[config.mk]
export PLATFORM = sky130hd
export DESIGN_NAME = pwm_ctrl
export DESIGN_NICKNAME = d
export VERILOG_FILES = /design/src/design/pwm_pkg.sv /design/src/design/pwm_ctrl.sv
export SDC_FILE = /design/constraint.sdc
export NUM_CORES = 1
export LEC_CHECK = 0
export BUFFER_PORTS_ARGS = -buffer_cell sky130_fd_sc_hd__buf_2
export CAP_MARGIN = 0
export CORE_AREA = 2 2 39 41
export CTS_CLUSTER_DIAMETER = 50
export DETAILED_ROUTE_END_ITERATION = 8
export DIE_AREA = 0 0 41 43
export PLACE_DENSITY = 0.48
export SKIP_CTS_REPAIR_TIMING = 1
export SYNTH_ARGS = -nofsm -noshare
export SYNTH_HDL_FRONTEND = slang
export SYNTH_SLANG_ARGS = --single-unit
[constraint.sdc]
create_clock -name clk -period 1.9 [get_ports clk]
set_input_delay 0.38 -clock clk [delete_from_list [all_inputs] [get_ports clk]]
set_output_delay 0.38 -clock clk [all_outputs]
set_load 0.01 [all_outputs]
[src/design/pwm_pkg.sv]
// Shared types and constants for the Prewitt edge magnitude core.
package pwm_pkg;

    localparam int PIX_W    = 8;
    localparam int MAG_W    = 11;
    localparam int CFG_W    = 16;
    localparam int IDX_W    = 2;
    localparam int WCFG_W   = 11;
    localparam int HGT_W    = 16;
    localparam int SUM_W    = 10;
    localparam int GRAD_W   = 11;
    localparam int SQ_W     = 20;
    localparam int RAD_W    = 21;
    localparam int ROOT_STEPS = 11;
    localparam int STEP_W   = 4;

    localparam logic [IDX_W-1:0] REG_WIDTH  = 2'd0;
    localparam logic [IDX_W-1:0] REG_HEIGHT = 2'd1;

    typedef enum logic [2:0] {
        ST_IDLE,
        ST_CALC,
        ST_SQUARE,
        ST_SUM,
        ST_ROOT,
        ST_OUT
    } pwm_state_t;

    typedef struct packed {
        logic accept;
        logic calc;
        logic square;
        logic sum;
        logic root_step;
        logic load_out;
    } pwm_cmd_t;

    typedef struct packed {
        logic emit;
        logic root_last;
        logic out_free;
    } pwm_status_t;

endpackage

[src/design/pwm_ctrl.sv]
// Sequencing state machine for the Prewitt edge magnitude core.
module pwm_ctrl (
    input  logic                 clk,
    input  logic                 rst_n,
    input  logic                 in_valid,
    output logic                 in_stall,
    input  pwm_pkg::pwm_status_t status,
    output pwm_pkg::pwm_cmd_t    cmd
);
    import pwm_pkg::*;

    pwm_state_t state_reg, state_next;

    always_ff @(posedge clk or negedge rst_n)
    begin
        if (!rst_n)
        begin
            state_reg <= ST_IDLE;
        end
        else
        begin
            state_reg <= state_next;
        end
    end

    always_comb
    begin
        state_next = state_reg;
        cmd        = '0;
        in_stall   = 1'b1;
        unique case (state_reg)
            ST_IDLE:
            begin
                in_stall = 1'b0;
                if (in_valid)
                begin
                    cmd.accept = 1'b1;
                    state_next = ST_CALC;
                end
            end
            ST_CALC:
            begin
                cmd.calc   = 1'b1;
                state_next = status.emit ? ST_SQUARE : ST_IDLE;
            end
            ST_SQUARE:
            begin
                cmd.square = 1'b1;
                state_next = ST_SUM;
            end
            ST_SUM:
            begin
                cmd.sum    = 1'b1;
                state_next = ST_ROOT;
            end
            ST_ROOT:
            begin
                cmd.root_step = 1'b1;
                if (status.root_last)
                begin
                    state_next = ST_OUT;
                end
            end
            ST_OUT:
            begin
                if (status.out_free)
                begin
                    cmd.load_out = 1'b1;
                    state_next   = ST_IDLE;
                end
            end
            default:
            begin
                state_next = ST_IDLE;
            end
        endcase
    end

endmodule

* After elaboration in Yosys (flattened, before gate mapping)
Index checks and enable logic that the tools add are counted.
** Word-level totals
- Flip-flop bits (word level) :: 3
- Bits of input ports :: 6
- Output and inout port bits :: 7
- Word-level logic and storage cells :: 25
** Operators by class
- Eq/ne operators :: 8
- Mux-type cells :: 14
- Reductions and logical operators :: 2
** Operators by type and width (number)
- $pmux 3 s6 :: 1
- $mux 1 :: 9
- $mux 3 :: 3
- $eq 3x2->1 const B :: 2
- $eq 3x3->1 const B :: 2
- $ne 2x2->1 const B :: 3
- $eq 3x1->1 const B :: 1
- $logic_not 3->1 :: 1
- $reduce_and 3->1 :: 1
- $mux 2 :: 1

* Depth between registers and ports, before layout
- Depth after elaboration :: 3
- Gate-level depth with buffers :: 3
- Mapped depth without buffers :: 2

* Worst setup path after synthesis
OpenSTA, ideal clock, no wires.
- Kind :: reg-to-output
- From :: register state_reg[0]
- To :: output cmd[5] (netlist name)
- Data arrival time :: 1013 ps
- Data required time :: 1520 ps
- Setup slack :: 507 ps
- Cell stages (with the launch flop) :: 4
- Path buffers :: 1
- Cell sequence :: dfrtp_1 > buf_6 > or3_4 > nor2_2
** RTL lines
- start: declaration :: RTL line pwm_ctrl.sv:12 : pwm_state_t state_reg, state_next;
- start signal: assignment :: RTL line pwm_ctrl.sv:22 : state_reg <= state_next;
- end: declaration :: RTL line pwm_ctrl.sv:8 : output pwm_pkg::pwm_cmd_t cmd

==> key figures <==
Final layout
  • Final non-filler cell total: 54
  • Layout cell share with drive strength beyond 1: 0.553
  • Final nets: between 40 and 50
  • Final core utilization: 0.232
  • Max reg flops: 3
  • Ant diodes: 0
  • Syn-to-layout area delta: 48.6%

STA
  • Hold Vio Cnt, Final: 0
  • Layout Skew: between 0.006 and 0.007 ns
  • Setup-failing EPs final: 0
  • Final min period: ~1.7 ns
  • Final period utilization: 0.896
  • Post-Route Setup TNS: 0 ns
  • RSZ-0062 raised after global routing: no
  • Final worst setup slack: about 0.20 ns
  • Hold WS: around 0.40 ns
  • Least-Margin Pin Slew: around 0.28 ns
  • Final Max Tran Viols: 0
  • Relative slew slack: 0.815
  • FMAX: between 500 and 600 MHz

CTS
  • CTS tree: done
  • CTS Buf Count: 3
  • Root Buffer: clkbuf_4
  • CTS HTree Levels: 1
  • Clk Latency, worst-skew pair: ~0.24 ns
  • CTS sink cnt: 3
  • Clock transition at path regs: approximately 0.040 ns
  • CTS max path bufs: 2

Placed design
  • Port buffer count: 12
  • GP Congestion: 0.679
  • Setup WS pre-CTS: ~0.45 ns
  • Placed insts: a little under 50

Power
  • Combinational power share: 0.453
  • Clk pwr share: 0.246
  • Peak supply drop: 0.415 mV
  • Sequential group share of total power: 0.301
  • Leakage Power: 0.160 nW
  • PD cells: roughly 1400 mW/mm^2
  • Switching share of total power: 0.380
  • Switch Pwr: around 0.18 mW
  • Int Power: between 0.2 and 0.3 mW

GRT
  • Global route total overflow: 0
  • Number of global-route vias before repair: approximately 170
  • Pin count of the biggest net entering global routing: 11
  • First-pass GRT wire length: about 800 microns
  • Number of antenna violations at the first check in global routing: 0
  • Global Route Usage Sum: 0.0754

Route
  • Routed len/inst: approximately 9.2 microns
  • Final WL: 498 microns
  • DR vias: 205
  • Antenna Nets Post-Route: 0
  • DRC errors left: 0
  • Pre-antenna DRT Iters: 2
  • 1st-iter DRT viols: 3
  • Via-to-Cell Ratio: about 3.8

Synthesis
  • Register area share after synthesis: 0.347
  • Ys Warns: 0
  • Net Count, Synth: 28
  • Yosys reg bits: 3
  • Mean post-synth cell area: between 9 and 10 sq um
  • Netlist cell types: 16
  • Post-Synthesis Cells: 22
  • Syn Std Cell Area: between 200 and 250 sq um

Critical path
  • Worst-case reg-to-reg path depth: 2
  • Critical R2R Capture: state_reg[0]
  • Crit-path max FO: 10
  • Required time worst endpoint: 1.52 ns
  • Critical path launch point type: flip-flop
  • Worst EP arrival: roughly 1.3 ns
  • Setup crit end kind: output pin
  • Crit-path slowest cell: dfrtp_1
  • Crit Reg-Reg Startpoint: state_reg[1]
  • CP cell instances: or3_4 > nor2_2 > buf_2
  • Setup Crit Path Kind: flip-flop to output pin
  • R2R Setup Slk: 0.86 ns
  • Critical path's largest stage delay: between 0.4 and 0.5 ns

Run
  • Max_cap viols: 0

Worst hold path
  • Worst hold path cell count: 3
  • Hold EP: state_reg[1]
  • Hold path startpoint: status[2]
  • Worst Hold Class: input port to flip-flop

Outcome
  • Status: completed

Floorplan
  • FP Rows: 14
  • Die H: 43 microns
  • Die ar.: ~0.0018 sq mm
  • # IOs: 13
  • Initial core utilization: 0.156
  • Die width: 41 microns
  • Core footprint: 0.00138 sq mm
[logic make-up after synthesis]
kind of cell           after synthesis  synth area share
and+or+nand+nor                     14             0.451
DFF                                  3             0.347
AOI/OAI and AO/OA                    3             0.133
buffers and inverters                2            0.0693
[worst max-delay path: cells and delay by family, from the launching register on]
family / cells / cell delay, ns
DFF: 1 / 0.46
buffers and inverters: 1 / 0.12
and+or+nand+nor: 2 / 0.50
[per-layer routing]
metal  global-route usage  share of wire
met5                    0              0
met4               0.0600              0
met3               0.0628          0.088
met2               0.0781           0.40
met1               0.0935           0.51
[final cells by class]
cell class,instances,area [sq um]
fillers,158,1060
multi-input cells,17,126
inverters,1,3.75
flip-flops and latches,3,75.1
well taps,16,20.0
repair buffers,13,70.1
clock buffers,4,26.3
[how the worst max path moves through the flow]
stage,start,endpoint,slack [ns],depth (start not counted)
global placement,state_reg[0],cmd[5],0.45,3
global route,state_reg[0],cmd[5],0.13,3
floorplan,state_reg[0],cmd[5],0.51,3
finish,state_reg[0],cmd[5],0.20,3
detailed placement,state_reg[0],cmd[5],0.45,3
CTS,state_reg[0],cmd[5],0.19,3
[synth_stat cells (all sizes together)]
library cell  n  area (sq um)
nor2          3          13.8
o21bai        1          7.51
and2          1          7.51
and3b         1          10.0
o32ai         1          16.3
inv           1          3.75
buf           1          11.3
nand2b        2          12.5
or2           1          6.26
a21oi         1          5.00
or3           1          11.3
nor2b         1          6.26
nor3b         3          22.5
dfrtp         3          75.1
nand3b        1          7.51
[cell usage in the layout, fill, tap and decap left out]
master | netlist | final
dlygate4sd3_1 | 0 | 1
dfrtp_1 | 3 | 3
clkbuf_4 | 0 | 3
nor3b_1 | 3 | 3
and2_2 | 1 | 1
clkbuf_1 | 0 | 1
or3_4 | 1 | 1
nor2_1 | 2 | 2
o32ai_2 | 1 | 1
or2_2 | 1 | 1
nor2b_1 | 1 | 1
a21oi_1 | 1 | 1
nor2_2 | 1 | 1
nand3b_1 | 1 | 1
inv_1 | 1 | 1
and3b_2 | 1 | 1
buf_2 | 0 | 12
nand2b_1 | 2 | 2
o21bai_1 | 1 | 1
[power by group through the flow]
stage	clock, mW	combinational, mW	sequential, mW
3_3_place_gp	0	0.212	0.140
3_5_place_dp	0	0.211	0.139
4_1_cts	0.122	0.213	0.140
2_1_floorplan	0	0.189	0.112
6_report	0.115	0.211	0.140
5_1_grt	0.128	0.235	0.151
[through the flow]
step / cell area [sq um] / power (mW)
final: 322 / 0.466
after global routing: 322 / 0.514
after CTS: 312 / 0.476
after detailed placement: 285 / 0.350
after global placement: 285 / 0.353
after floorplan: 216 / 0.301
(Power assumes the default switching activity.)
